File: config.mk
export PLATFORM = sky130hd
export DESIGN_NAME = text_clean_whitespace_cjk
export DESIGN_NICKNAME = d
export VERILOG_FILES = /design/src/tcw_pkg.sv /design/src/tcw_front.sv /design/src/tcw_queue.sv /design/src/tcw_back.sv /design/src/text_clean_whitespace_cjk.sv
export SDC_FILE = /design/constraint.sdc
export NUM_CORES = 1
export LEC_CHECK = 0
export BUFFER_PORTS_ARGS = -buffer_cell sky130_fd_sc_hd__buf_2
export CAP_MARGIN = 40
export CORE_ASPECT_RATIO = 0.8
export CORE_MARGIN = 4
export CORE_UTILIZATION = 28
export CTS_CLUSTER_SIZE = 12
export DETAILED_ROUTE_END_ITERATION = 8
export HOLD_SLACK_MARGIN = 0.1
export PLACE_DENSITY = 0.48
export REMOVE_ABC_BUFFERS = 1
export SYNTH_ARGS = -nofsm -noshare
export SYNTH_HDL_FRONTEND = slang
export SYNTH_SLANG_ARGS = --single-unit
File: constraint.sdc
create_clock -name clk -period 4.7 [get_ports clk]
set_input_delay 0.705 -clock clk [delete_from_list [all_inputs] [get_ports clk]]
set_output_delay 0.705 -clock clk [all_outputs]
set_load 0.03 [all_outputs]
File: src/tcw_pkg.sv
// Package for the whitespace cleaner: transaction structs, code point constants
// and the code point classification functions.
// No dependencies.
package tcw_pkg;

  localparam int unsigned CP_W = 21;

  // code point constants
  localparam logic [CP_W-1:0] CP_SPACE       = 21'h00020;
  localparam logic [CP_W-1:0] CP_NEL         = 21'h00085;
  localparam logic [CP_W-1:0] CP_NBSP        = 21'h000A0;
  localparam logic [CP_W-1:0] CP_OGHAM_SP    = 21'h01680;
  localparam logic [CP_W-1:0] CP_LINE_SEP    = 21'h02028;
  localparam logic [CP_W-1:0] CP_PARA_SEP    = 21'h02029;
  localparam logic [CP_W-1:0] CP_NNBSP       = 21'h0202F;
  localparam logic [CP_W-1:0] CP_MMSP        = 21'h0205F;
  localparam logic [CP_W-1:0] CP_IDEO_SP     = 21'h03000;
  localparam logic [CP_W-1:0] CP_BOM         = 21'h0FEFF;
  localparam logic [CP_W-1:0] CP_DEL         = 21'h0007F;
  localparam logic [CP_W-1:0] CP_SURR_LO     = 21'h0D800;
  localparam logic [CP_W-1:0] CP_SURR_HI     = 21'h0DFFF;
  localparam logic [CP_W-1:0] CP_GEN_SP_LO   = 21'h02000;
  localparam logic [CP_W-1:0] CP_GEN_SP_HI   = 21'h0200A;
  localparam logic [CP_W-1:0] CP_CJK_URO_LO  = 21'h04E00;
  localparam logic [CP_W-1:0] CP_CJK_URO_HI  = 21'h09FFF;

  // one input transaction
  typedef struct packed {
    logic [CP_W-1:0] code_point;
    logic            last;
  } in_item_t;

  // one result transaction
  typedef struct packed {
    logic [CP_W-1:0] out_point;
    logic            has_char;
    logic            end_of_text;
    logic            empty_error;
  } out_item_t;

  // command from the front to the back: a result, optionally preceded by a space
  typedef struct packed {
    out_item_t item;
    logic      space;
  } cmd_t;

  function automatic logic in_rng(input logic [CP_W-1:0] c, input logic [CP_W-1:0] lo,
                                  input logic [CP_W-1:0] hi);
    in_rng = (c >= lo) && (c <= hi);
  endfunction

  function automatic logic is_blank(input logic [CP_W-1:0] c);
    is_blank = (c == CP_SPACE) || in_rng(c, 21'h09, 21'h0D) || in_rng(c, 21'h1C, 21'h1E) ||
               (c == CP_NEL) || (c == CP_NBSP) || (c == CP_OGHAM_SP) ||
               (c == CP_LINE_SEP) || (c == CP_PARA_SEP) || (c == CP_NNBSP) ||
               (c == CP_MMSP) || (c == CP_IDEO_SP) || in_rng(c, CP_GEN_SP_LO, CP_GEN_SP_HI);
  endfunction

  function automatic logic is_break(input logic [CP_W-1:0] c);
    is_break = in_rng(c, 21'h0A, 21'h0D) || in_rng(c, 21'h1C, 21'h1E) ||
               (c == CP_NEL) || (c == CP_LINE_SEP) || (c == CP_PARA_SEP);
  endfunction

  // meaningful only for code points that are not whitespace
  function automatic logic is_control(input logic [CP_W-1:0] c);
    is_control = (c <= 21'h1F) || in_rng(c, CP_DEL, 21'h9F) ||
                 in_rng(c, 21'h200B, 21'h200F) || in_rng(c, 21'h202A, 21'h202E) ||
                 in_rng(c, 21'h2060, 21'h206F) || (c == CP_BOM) ||
                 in_rng(c, CP_SURR_LO, CP_SURR_HI);
  endfunction

  function automatic logic is_cjk(input logic [CP_W-1:0] c);
    is_cjk = in_rng(c, 21'h01100, 21'h011FF) || in_rng(c, 21'h02E80, 21'h02FDF) ||
             in_rng(c, 21'h03000, 21'h031FF) || in_rng(c, 21'h03400, 21'h04DBF) ||
             in_rng(c, CP_CJK_URO_LO, CP_CJK_URO_HI) || in_rng(c, 21'h0A960, 21'h0A97F) ||
             in_rng(c, 21'h0AC00, 21'h0D7A3) || in_rng(c, 21'h0D7B0, 21'h0D7FF) ||
             in_rng(c, 21'h0F900, 21'h0FAFF) || in_rng(c, 21'h0FE30, 21'h0FE4F) ||
             in_rng(c, 21'h0FF01, 21'h0FF9F) || in_rng(c, 21'h20000, 21'h2FA1F);
  endfunction

endpackage

File: src/tcw_front.sv
// Front end of the whitespace cleaner: classifies each accepted code point,
// tracks the run state and issues commands to the back end.
// Depends on tcw_pkg.
module tcw_front (
  input  logic             clk,
  input  logic             rst_n,
  input  logic             accept,
  input  tcw_pkg::in_item_t in_data,
  output logic             cmd_push,
  output tcw_pkg::cmd_t    cmd_data
);

  logic seen_text_r, seen_text_nxt;
  logic in_run_r, in_run_nxt;
  logic run_brk_r, run_brk_nxt;
  logic prev_cjk_r, prev_cjk_nxt;

  logic [tcw_pkg::CP_W-1:0] cp;
  logic sp, brk, ctrl, kept, cjk;

  // classification
  always_comb begin
    cp   = in_data.code_point;
    sp   = tcw_pkg::is_blank(cp);
    brk  = tcw_pkg::is_break(cp);
    ctrl = tcw_pkg::is_control(cp);
    cjk  = tcw_pkg::is_cjk(cp);
    kept = !sp && !ctrl;
  end

  // command toward the back end
  always_comb begin
    cmd_push = accept && (kept || in_data.last);
    cmd_data.space = kept && seen_text_r && in_run_r && !(run_brk_r && prev_cjk_r && cjk);
    cmd_data.item.out_point   = kept ? cp : '0;
    cmd_data.item.has_char    = kept;
    cmd_data.item.end_of_text = in_data.last;
    cmd_data.item.empty_error = !kept && !seen_text_r;
  end

  // run state update
  always_comb begin
    seen_text_nxt = seen_text_r;
    in_run_nxt    = in_run_r;
    run_brk_nxt   = run_brk_r;
    prev_cjk_nxt  = prev_cjk_r;
    if (accept) begin
      if (in_data.last) begin
        seen_text_nxt = 1'b0;
        in_run_nxt    = 1'b0;
        run_brk_nxt   = 1'b0;
        prev_cjk_nxt  = 1'b0;
      end else if (kept) begin
        seen_text_nxt = 1'b1;
        in_run_nxt    = 1'b0;
        run_brk_nxt   = 1'b0;
        prev_cjk_nxt  = cjk;
      end else if (sp && seen_text_r) begin
        in_run_nxt  = 1'b1;
        run_brk_nxt = run_brk_r | brk;
      end
    end
  end

  always_ff @(posedge clk) begin
    if (!rst_n) begin
      seen_text_r <= 1'b0;
      in_run_r    <= 1'b0;
      run_brk_r   <= 1'b0;
      prev_cjk_r  <= 1'b0;
    end else begin
      seen_text_r <= seen_text_nxt;
      in_run_r    <= in_run_nxt;
      run_brk_r   <= run_brk_nxt;
      prev_cjk_r  <= prev_cjk_nxt;
    end
  end

endmodule

File: src/tcw_queue.sv
// Short command queue between the front and back ends of the whitespace cleaner.
// Depends on tcw_pkg.
module tcw_queue #(
  parameter int unsigned DEPTH = 4
) (
  input  logic          clk,
  input  logic          rst_n,
  input  logic          push,
  input  tcw_pkg::cmd_t push_data,
  output logic          full,
  input  logic          pop,
  output logic          valid,
  output tcw_pkg::cmd_t pop_data
);

  localparam int unsigned PTR_W = (DEPTH > 1) ? $clog2(DEPTH) : 1;
  localparam int unsigned CNT_W = $clog2(DEPTH + 1);
  localparam logic [PTR_W-1:0] LAST_PTR = PTR_W'(DEPTH - 1);
  localparam logic [CNT_W-1:0] FULL_CNT = CNT_W'(DEPTH);

  tcw_pkg::cmd_t    entry_r [DEPTH];
  logic [PTR_W-1:0] wr_ptr_r, wr_ptr_nxt;
  logic [PTR_W-1:0] rd_ptr_r, rd_ptr_nxt;
  logic [CNT_W-1:0] count_r, count_nxt;
  logic             do_push, do_pop;

  assign full     = (count_r == FULL_CNT);
  assign valid    = (count_r != '0);
  assign pop_data = entry_r[rd_ptr_r];
  assign do_push  = push && !full;
  assign do_pop   = pop && valid;

  // pointer and count update
  always_comb begin
    wr_ptr_nxt = wr_ptr_r;
    rd_ptr_nxt = rd_ptr_r;
    count_nxt  = count_r;
    if (do_push) begin
      wr_ptr_nxt = (wr_ptr_r == LAST_PTR) ? '0 : wr_ptr_r + 1'b1;
    end
    if (do_pop) begin
      rd_ptr_nxt = (rd_ptr_r == LAST_PTR) ? '0 : rd_ptr_r + 1'b1;
    end
    if (do_push && !do_pop) begin
      count_nxt = count_r + 1'b1;
    end else if (do_pop && !do_push) begin
      count_nxt = count_r - 1'b1;
    end
  end

  always_ff @(posedge clk) begin
    if (!rst_n) begin
      wr_ptr_r <= '0;
      rd_ptr_r <= '0;
      count_r  <= '0;
    end else begin
      wr_ptr_r <= wr_ptr_nxt;
      rd_ptr_r <= rd_ptr_nxt;
      count_r  <= count_nxt;
    end
  end

  // storage
  always_ff @(posedge clk) begin
    if (do_push) begin
      entry_r[wr_ptr_r] <= push_data;
    end
  end

endmodule

File: src/tcw_back.sv
// Back end of the whitespace cleaner: expands each command into its result, preceded
// by a space when asked, and holds the oldest result in the output register.
// Depends on tcw_pkg.
module tcw_back (
  input  logic              clk,
  input  logic              rst_n,
  input  logic              q_valid,
  input  tcw_pkg::cmd_t     q_data,
  output logic              q_pop,
  output logic              empty,
  input  logic              pop,
  output tcw_pkg::out_item_t out_data
);

  logic               cmd_valid_r, cmd_valid_nxt;
  logic               space_pend_r, space_pend_nxt;
  tcw_pkg::out_item_t cmd_r, cmd_nxt;
  logic               out_valid_r, out_valid_nxt;
  tcw_pkg::out_item_t out_r, out_nxt;
  logic               load, cmd_done;
  tcw_pkg::out_item_t space_item;

  assign empty    = !out_valid_r;
  assign out_data = out_r;

  always_comb begin
    space_item.out_point   = tcw_pkg::CP_SPACE;
    space_item.has_char    = 1'b1;
    space_item.end_of_text = 1'b0;
    space_item.empty_error = 1'b0;
  end

  // result selection and command refill
  always_comb begin
    load           = !out_valid_r || pop;
    cmd_done       = load && cmd_valid_r && !space_pend_r;
    q_pop          = q_valid && (!cmd_valid_r || cmd_done);
    out_valid_nxt  = out_valid_r && !pop;
    out_nxt        = out_r;
    cmd_valid_nxt  = cmd_valid_r;
    space_pend_nxt = space_pend_r;
    cmd_nxt        = cmd_r;
    if (load && cmd_valid_r) begin
      out_valid_nxt = 1'b1;
      if (space_pend_r) begin
        out_nxt        = space_item;
        space_pend_nxt = 1'b0;
      end else begin
        out_nxt       = cmd_r;
        cmd_valid_nxt = 1'b0;
      end
    end
    if (q_pop) begin
      cmd_valid_nxt  = 1'b1;
      space_pend_nxt = q_data.space;
      cmd_nxt        = q_data.item;
    end
  end

  always_ff @(posedge clk) begin
    if (!rst_n) begin
      cmd_valid_r  <= 1'b0;
      space_pend_r <= 1'b0;
      out_valid_r  <= 1'b0;
    end else begin
      cmd_valid_r  <= cmd_valid_nxt;
      space_pend_r <= space_pend_nxt;
      out_valid_r  <= out_valid_nxt;
    end
  end

  // payload registers
  always_ff @(posedge clk) begin
    cmd_r <= cmd_nxt;
    out_r <= out_nxt;
  end

endmodule

File: src/text_clean_whitespace_cjk.sv
// Top level of the whitespace cleaner: front end, command queue, back end.
// Depends on tcw_pkg, tcw_front, tcw_queue and tcw_back.
//
// Usage: code points enter through a queue-style port (push/full, in_data);
// set in_data.last on the final code point of a text. Results leave through a
// queue-style port (empty/pop, out_data): the oldest result is shown while
// empty is low and is taken when pop is high.
// A kept code point gives its own result, preceded by a space when a
// whitespace run lies between it and the previous kept character (dropped
// for a run with a line break between two CJK characters). A last input that
// is not kept gives a bare end marker, with empty_error set if nothing was kept.
// Each command passes the queue and the back end's command register before its
// result is registered in the output register, behind any space it brings.
// Throughput: one input per cycle is accepted while the queue has room; the
// back end delivers one result per cycle while the receiver pops, so an input
// that yields a space and a character uses the output for both of its results.
// Reset clears the run state, the queue and the output register.
// When the receiver stalls, the output register holds, the queue fills and
// full rises after QUEUE_DEPTH commands are waiting.
module text_clean_whitespace_cjk #(
  parameter int unsigned QUEUE_DEPTH = 4
) (
  input  logic               clk,
  input  logic               rst_n,
  input  logic               push,
  output logic               full,
  input  tcw_pkg::in_item_t  in_data,
  output logic               empty,
  input  logic               pop,
  output tcw_pkg::out_item_t out_data
);

  logic          accept;
  logic          cmd_push;
  tcw_pkg::cmd_t cmd_data;
  logic          q_valid;
  logic          q_pop;
  tcw_pkg::cmd_t q_data;

  assign accept = push && !full;

  // classify and track run state
  tcw_front u_front (
    .clk      (clk),
    .rst_n    (rst_n),
    .accept   (accept),
    .in_data  (in_data),
    .cmd_push (cmd_push),
    .cmd_data (cmd_data)
  );

  // decoupling queue
  tcw_queue #(
    .DEPTH (QUEUE_DEPTH)
  ) u_queue (
    .clk       (clk),
    .rst_n     (rst_n),
    .push      (cmd_push),
    .push_data (cmd_data),
    .full      (full),
    .pop       (q_pop),
    .valid     (q_valid),
    .pop_data  (q_data)
  );

  // expand commands into results
  tcw_back u_back (
    .clk      (clk),
    .rst_n    (rst_n),
    .q_valid  (q_valid),
    .q_data   (q_data),
    .q_pop    (q_pop),
    .empty    (empty),
    .pop      (pop),
    .out_data (out_data)
  );

endmodule

### After elaboration in Yosys (flattened, before gate mapping)

Memories as Yosys holds them, arrays and structs flattened. A register that Yosys moved wholly into a read port is not among the register bits.
Cells that the tools add are included.

| word-level totals | value |
|---|---|
| bits in registers | 62 |
| bits in latches | 0 |
| RAM bits | 100 |
| bits in read-only memories | 0 |
| output and inout port bits | 26 |
| word-level logic and storage cells | 199 |
| memories | 1 |

| cells by class | value |
|---|---|
| add/subtract/negate cells | 4 |
| $mul | 0 |
| divide/modulo/power cells | 0 |
| $lt $le $gt $ge | 42 |
| equal/unequal tests | 14 |
| shift-type cells | 0 |
| multiplexer cells | 25 |
| bitwise logic cells | 1 |
| reduce and logical (&&, ||, !) cells | 94 |

Memories:

| memory | words | bits a word | read ports | clocked after memory_dff | write ports | RTL line | text |
|---|---|---|---|---|---|---|---|
| u_queue.entry_r | 4 | 25 | 1 | 1 | 1 | tcw_queue.sv:21 | `tcw_pkg::cmd_t entry_r [DEPTH];` |

Operator list:

| cell | number |
|---|---|
| <= comparator 21 x 16 -> 1 bit (second input constant) | 8 |
| >= comparator 21 x 14 -> 1 bit (second input constant) | 7 |
| >= comparator 21 x 16 -> 1 bit (second input constant) | 7 |
| <= comparator 21 x 14 -> 1 bit (second input constant) | 6 |
| equality test 21 x 14 -> 1 bit (second input constant) | 5 |
| equality test 21 x 8 -> 1 bit (second input constant) | 2 |
| >= comparator 21 x 4 -> 1 bit (second input constant) | 2 |
| <= comparator 21 x 5 -> 1 bit (second input constant) | 2 |
| logical AND 1 bit | 39 |
| logical OR 1 bit | 35 |
| equality test 21 x 13 -> 1 bit (second input constant) | 1 |
| equality test 21 x 16 -> 1 bit (second input constant) | 1 |
| equality test 21 x 6 -> 1 bit (second input constant) | 1 |
| >= comparator 21 x 13 -> 1 bit (second input constant) | 1 |
| >= comparator 21 x 15 -> 1 bit (second input constant) | 1 |
| >= comparator 21 x 18 -> 1 bit (second input constant) | 1 |
| >= comparator 21 x 5 -> 1 bit (second input constant) | 1 |
| >= comparator 21 x 7 -> 1 bit (second input constant) | 1 |
| <= comparator 21 x 13 -> 1 bit (second input constant) | 1 |
| <= comparator 21 x 15 -> 1 bit (second input constant) | 1 |
| <= comparator 21 x 18 -> 1 bit (second input constant) | 1 |
| <= comparator 21 x 4 -> 1 bit (second input constant) | 1 |
| <= comparator 21 x 8 -> 1 bit (second input constant) | 1 |
| two-way mux 21 bit | 1 |
| 14 further kinds | 53 |

### Logic depth before layout (Yosys ltp)

| depth | value |
|---|---|
| word-level depth | 22 |
| depth in mapped cells | 16 |
| mapped depth without buffers | 13 |

### Hierarchy

From an unflattened synthesis, not the netlist that was laid out.

| second synthesis, totals | value |
|---|---|
| cells, all modules | 510 |
| area total of the unflattened synthesis | 7,458.4 um2 |

Modules (own cells, without submodules):

| module | instances | cells each | area an instance (um2) | seq. area each (um2) |
|---|---|---|---|---|
| tcw_queue | 1 | 182 | 4,132.7 | 3,183.1 |
| tcw_back | 1 | 89 | 1,751.7 | 1,501.4 |
| tcw_front | 1 | 238 | 1,560.2 | 80.1 |
| text_clean_whitespace_cjk | 1 | 1 | 13.8 | 0.0 |

### Worst setup path before layout

No wires, ideal clock.

| timing path | value |
|---|---|
| path kind | input port to flip-flop |
| start | in in_data[18] in the netlist's numbering |
| end | mem u_queue.entry_r[0][0] in the netlist's numbering (enable) |
| data arrival time | 4.415 ns |
| data required time | 4.256 ns |
| slack | -0.158 ns |
| stages | 8 |
| cell sequence | buf_6 -> or4_1 -> or3_4 -> nor3_2 -> a211oi_2 -> nor4_4 -> a21oi_2 -> nor3b_1 |

| on the way | value |
|---|---|
| cells in the longest elaborated chain, start to end | 20 |
| elaborated cells on any way between the ends | 60 |
| those cells by class | order compare (17); eq/ne (10); mux (2); reduce/logical (31) |

Ends and longest elaborated chain:

| what | RTL line | text |
|---|---|---|
| from (decl) | text_clean_whitespace_cjk.sv:27 | `input tcw_pkg::in_item_t in_data,` |
| >= comparator 21 x 4 -> 1 bit / <= comparator 21 x 4 -> 1 bit (equally long branches) | tcw_pkg.sv:49 | `in_rng = (c >= lo) && (c <= hi);` |
| logical AND 1 bit | tcw_pkg.sv:49 |  |
| logical OR 1 bit (3 in series) | tcw_pkg.sv:53 | `is_blank = (c == CP_SPACE) \|\| in_rng(c, 21'h09, 21'h0D) \|\| in_rng(c, 21'h1C, 21'h1E) \|\|` |
| logical OR 1 bit (3 in series) | tcw_pkg.sv:54 | `(c == CP_NEL) \|\| (c == CP_NBSP) \|\| (c == CP_OGHAM_SP) \|\|` |
| logical OR 1 bit (3 in series) | tcw_pkg.sv:55 | `(c == CP_LINE_SEP) \|\| (c == CP_PARA_SEP) \|\| (c == CP_NNBSP) \|\|` |
| logical OR 1 bit (2 in series) | tcw_pkg.sv:56 | `(c == CP_MMSP) \|\| (c == CP_IDEO_SP) \|\| in_rng(c, CP_GEN_SP_LO, CP_GEN_SP_HI);` |
| zero test 1 bit | tcw_front.sv:28 | `kept = !sp && !ctrl;` |
| logical AND 1 bit (*) | tcw_front.sv:28 |  |
| logical OR 1 bit (*) | tcw_front.sv:33 | `cmd_push = accept && (kept \|\| in_data.last);` |
| logical AND 1 bit (*) | tcw_front.sv:33 |  |
| logical AND 1 bit (*) | tcw_queue.sv:30 | `assign do_push = push && !full;` |
| two-way mux 1 bit (*) | tcw_queue.sv:65 | `if (do_push) begin` |
| two-way mux 1 bit (not written as such) (*) | tcw_queue.sv:66 | `entry_r[wr_ptr_r] <= push_data;` |
| to (decl) | tcw_queue.sv:21 |  |

Mark *: on every way between the ends. The rest lies on a longest branch, timed or not.

### Worst setup path after layout

| timing path | value |
|---|---|
| start | in in_data[17] in the netlist's numbering |
| end | reg u_queue.count_r[2] |

| on the way | value |
|---|---|
| cells in the longest elaborated chain, start to end | 21 |
| elaborated cells on any way between the ends | 63 |
| those cells by class | order compare (17); eq/ne (10); mux (1); reduce/logical (35) |

Ends and longest elaborated chain:

| what | RTL line | text |
|---|---|---|
| >= comparator 21 x 4 -> 1 bit / <= comparator 21 x 4 -> 1 bit (equally long branches) | tcw_pkg.sv:49 |  |
| logical AND 1 bit | tcw_pkg.sv:49 |  |
| logical OR 1 bit (3 in series) | tcw_pkg.sv:53 |  |
| logical OR 1 bit (3 in series) | tcw_pkg.sv:54 |  |
| logical OR 1 bit (3 in series) | tcw_pkg.sv:55 |  |
| logical OR 1 bit (2 in series) | tcw_pkg.sv:56 |  |
| zero test 1 bit | tcw_front.sv:28 |  |
| logical AND 1 bit (*) | tcw_front.sv:28 |  |
| logical OR 1 bit (*) | tcw_front.sv:33 |  |
| logical AND 1 bit (*) | tcw_front.sv:33 |  |
| logical AND 1 bit (*) | tcw_queue.sv:30 |  |
| net u_queue.do_push | tcw_queue.sv:25 | `logic do_push, do_pop;` |
| zero test 1 bit | tcw_queue.sv:46 | `end else if (do_pop && !do_push) begin` |
| logical AND 1 bit | tcw_queue.sv:46 |  |
| nonzero test 2 bit (no source line) | n/a |  |
| to (signal assigned) | tcw_queue.sv:59 | `count_r <= count_nxt;` |
| to (decl) | tcw_queue.sv:24 | `logic [CNT_W-1:0] count_r, count_nxt;` |

The timed path passes the listed nets; every way through them passes the cells marked *.
A chain may end at the register's enable or synchronous reset.

==> flow_summary.rst <==
.. list-table::
   :header-rows: 1

   * - Metric
     - Value
   * - WP buf/inv
     - 2
   * - Sequential share of the synthesized area
     - 63.5%
   * - Cell-internal power
     - 0.00348 W
   * - Resize count post-CTS
     - 0
   * - Post-synth top area cell
     - sky130_fd_sc_hd__edfxtp_1
   * - Number of port buffers
     - 51
   * - Clock Skews
     - 0.0100 ns
   * - LEAKAGE
     - 3.03 nW
   * - Most frequently used cell type in the post-synthesis netlist
     - sky130_fd_sc_hd__edfxtp_1
   * - Warnings, synthesis
     - 0
   * - First-pass GRT wire length
     - 29500 µm
   * - Psw
     - 0.00143 W
   * - Cell with the largest stage delay on the worst path
     - sky130_fd_sc_hd__nor4_4
   * - Wire length per cell
     - 18.8 µm
   * - Most frequent cells after synthesis
     - 148 x sky130_fd_sc_hd__edfxtp_1, 34 x sky130_fd_sc_hd__clkbuf_1, 29 x sky130_fd_sc_hd__nor2b_1
   * - Commonest register cell after synthesis
     - sky130_fd_sc_hd__edfxtp_1
   * - Starting density of the core
     - 28.5%
   * - Smallest setup slack after layout
     - 0.442 ns
   * - Worst slack after detailed placement
     - 0.0578 ns
   * - Max Root-Sink Buffers
     - 2
   * - Post-synthesis async set-or-reset flop share
     - 0%
   * - Count of maximum capacitance violations
     - 0
   * - Core region area
     - 26300 µm²
   * - Clock slew at reported path FFs
     - 0.07 ns
   * - Maximum fanout along the worst path
     - 19
   * - Width of the die
     - 191 µm
   * - Slowest stage delay, CP
     - 0.73 ns
   * - Skew-Pair Late Insertion Delay
     - 0.42 ns
   * - Vert. Die Dim
     - 154 µm
   * - TritonCTS clock tree
     - built
   * - Final critical-path required period
     - 4.26 ns
   * - CP top delay family
     - simple AND/OR/NAND/NOR gates
   * - Number of antenna repair diodes
     - 0
   * - Setup-violating endpoint count in the final report
     - 0
   * - Cell Pwr Density
     - 547 nW/µm²
   * - Critical Path AT
     - 4.61 ns
   * - Maximum number of pins on one net before global-route repair
     - 26
   * - Vias
     - 5045
   * - Number of nets in the final layout
     - 640
   * - Violation count after the first detailed-routing iteration
     - 329
   * - Filler-free cell count of the finished design
     - 977
   * - Synth cell types
     - 68
   * - Fraction of synthesized cell area taken by the top area cell type
     - 59.3%
   * - Post-synth design cell area
     - 7500 µm²
   * - Number of placed instances, taps included
     - 945
   * - Minimum hold slack
     - 0.485 ns
   * - Initial antenna violation count
     - 0
   * - Count of hold buffers inserted by post-cts repair
     - 0
   * - Number of clock sinks seen by CTS
     - 164
   * - Share of post-route cells with drive strength above 1
     - 25.6%
   * - Final GP Congestion
     - 0.928
   * - Total gr overflow
     - 0
   * - Largest cells by area after synthesis
     - sky130_fd_sc_hd__edfxtp_1 59%, sky130_fd_sc_hd__mux4_2 7.5%, sky130_fd_sc_hd__dfxtp_1 4.3%
   * - Worst relative slew slack
     - 45.4%
   * - Worst Hold Class
     - flop to flop
   * - Clock Power Share
     - 30.3%
   * - Total clock buffers created by CTS
     - 17
   * - Crit path kind
     - primary input to flop
   * - Switching fraction of total power
     - 29.1%
   * - Setup repair after global routing missed its margin
     - no
   * - Type of element launching the critical path
     - primary input
   * - F_max
     - 0.235 GHz
   * - Max-slew violation total from the final report
     - 0
   * - Worst voltage drop across the vdd grid
     - 203 µV
   * - Gate power share
     - 25.2%
   * - Number of H-tree levels
     - 4
   * - Final period util
     - 90.6%
   * - # DRC
     - 0
   * - Type of element capturing the critical path
     - flop
   * - Filler cells
     - 2571
   * - #FFs+latches synth
     - 164
   * - Total Routing Usage GR
     - 12.9%
   * - Die Area
     - 29500 µm²
   * - Result of the run
     - completed
   * - Syn Inst Count
     - 545
   * - Area growth from synthesis to final layout
     - 19.6%
   * - Average cell area after synthesis
     - 13.8 µm²
   * - Post-DP HPWL
     - 12800 µm
   * - Final Hold Viols
     - 0
   * - Post-CTS setup buffer count
     - 0
   * - Remaining number of nets flagged by the antenna check after routing
     - 0
   * - Post-detailed-routing wire length
     - 18400 µm
   * - CTS root buffer
     - sky130_fd_sc_hd__clkbuf_16
   * - Cell-by-cell listing of the critical path
     - buf_2, or4_1, nor3_1, a21o_1, a211oi_2, nor4_4, a21oi_2, nor2_1, ha_1, inv_1, fa_1, xor2_1, or3_1, a21oi_1
   * - Data required time at the worst endpoint
     - 5.05 ns
   * - Sequential share of power
     - 44.4%
   * - Vias in the first global route
     - 5157
   * - Count of standard-cell rows
     - 53
   * - Number of top-level pins
     - 52
   * - Number of flops mapped to enable cells by yosys
     - 148
   * - Slew @ Worst Pin
     - 0.812 ns
   * - Count of TritonRoute iterations in the first routing pass
     - 5
   * - Fin Setup TNS
     - 0 ns
   * - Number of vias per cell after detailed routing
     - 5.16
-- layout by cell type, fill, tap and decap left out, drive strengths merged, types with 3 or more instances in the layout --
cell type,count
edfxtp,148
buf,82
nor2,29
nor2b,29
and3,25
mux4,25
nand3,23
nand2,21
nor3,21
clkbuf,17
inv,17
nand4,16
dfxtp,16
nor4,16
a21oi,16
o21ai,13
nor3b,8
ha,6
nand2b,5
nand4b,5
o211ai,5
or4,4
nor4b,4
and3b,4
a31oi,4
o2111ai,4
bufinv,4
a211oi,4
and2,3
a2111oi,3
clkinv,3
-- routing by layer --
layer	global-route usage (%)	up-vias	wire length [µm]
met4	4.62	0	445
met1	18.2	2531	8470
met2	19.6	192	8420
li1	-	2288	-
met5	0	-	0
met3	3.05	34	1050
-- final cells by class --
cell class                      instances  area [µm²]  area share (%)
Sequential cell                       164        4760            53.1
Multi-Input combinational cell        332        2560            28.6
Timing Repair Buffer                   82         515            5.75
Tap cell                              357         447            4.98
Clock buffer                           17         425            4.74
Clock inverter                         15         216            2.41
Inverter                               10        37.5           0.419
-- worst register-to-register path, cell delays in order (launching register included) --
cell and delay (ns):
sky130_fd_sc_hd__dfxtp_1 0.38, sky130_fd_sc_hd__o31ai_1 0.72, sky130_fd_sc_hd__ha_1 0.31, sky130_fd_sc_hd__inv_1 0.07, sky130_fd_sc_hd__fa_1 0.37, sky130_fd_sc_hd__xor2_1 0.16, sky130_fd_sc_hd__or3_1 0.30, sky130_fd_sc_hd__a21oi_1 0.15
-- cells by family after synthesis --
logic type	count (synthesis)	synth area share, %
AOI/OAI and AO/OA	68	6.37
DFF	164	63.5
buffers and inverters	49	2.59
muxes	28	7.93
and+or+nand+nor	227	18.1
adders and majority gates	7	1.27
xor gates and xnor gates	2	0.234
-- registers in the layout, indices dropped and copies added (netlist names), 2 cells and up, named ones only --
| name | cells |
|---|---|
| u_back.cmd_r | 24 |
| u_back.out_data | 24 |
| u_queue.count_r | 3 |
| u_queue.entry_r | 100 |
| u_queue.rd_ptr_r | 2 |
| u_queue.wr_ptr_r | 2 |
-- power groups by stage --
stage          registers (W)  logic (W)  clock network, W
6_report             0.00218    0.00124           0.00149
5_1_grt              0.00222    0.00138           0.00160
4_1_cts              0.00219    0.00128           0.00153
3_5_place_dp         0.00222    0.00127                 0
3_3_place_gp         0.00223    0.00119                 0
2_1_floorplan        0.00242   0.000598                 0
-- stage by stage --
step | cell area, µm² | utilization [%] | power [W]
6_report | 8970 | 34.1 | 0.00491
5_1_grt | 8970 | 34.1 | 0.00519
4_1_cts | 8970 | 34.1 | 0.00499
3_5_place_dp | 8330 | 31.6 | 0.00349
3_3_place_gp | 8280 | 31.5 | 0.00341
2_1_floorplan | 7340 | - | 0.00302
-- final timing paths --
check                             startpoint                              end  slack (ns)  depth (start not counted)
max                              in_data[17]  u_queue.count_r[2]$_SDFFE_PN0P_        0.44                         14
min          u_back.cmd_valid_r$_SDFFE_PN0P_    u_back.out_valid_r$_SDFF_PN0_        0.48                          2
max reg2reg  u_queue.count_r[0]$_SDFFE_PN0P_  u_queue.count_r[2]$_SDFFE_PN0P_        2.16                          7
min reg2reg  u_back.cmd_valid_r$_SDFFE_PN0P_    u_back.out_valid_r$_SDFF_PN0_        0.48                          2
Note: power is estimated with default switching activity, not from simulation.
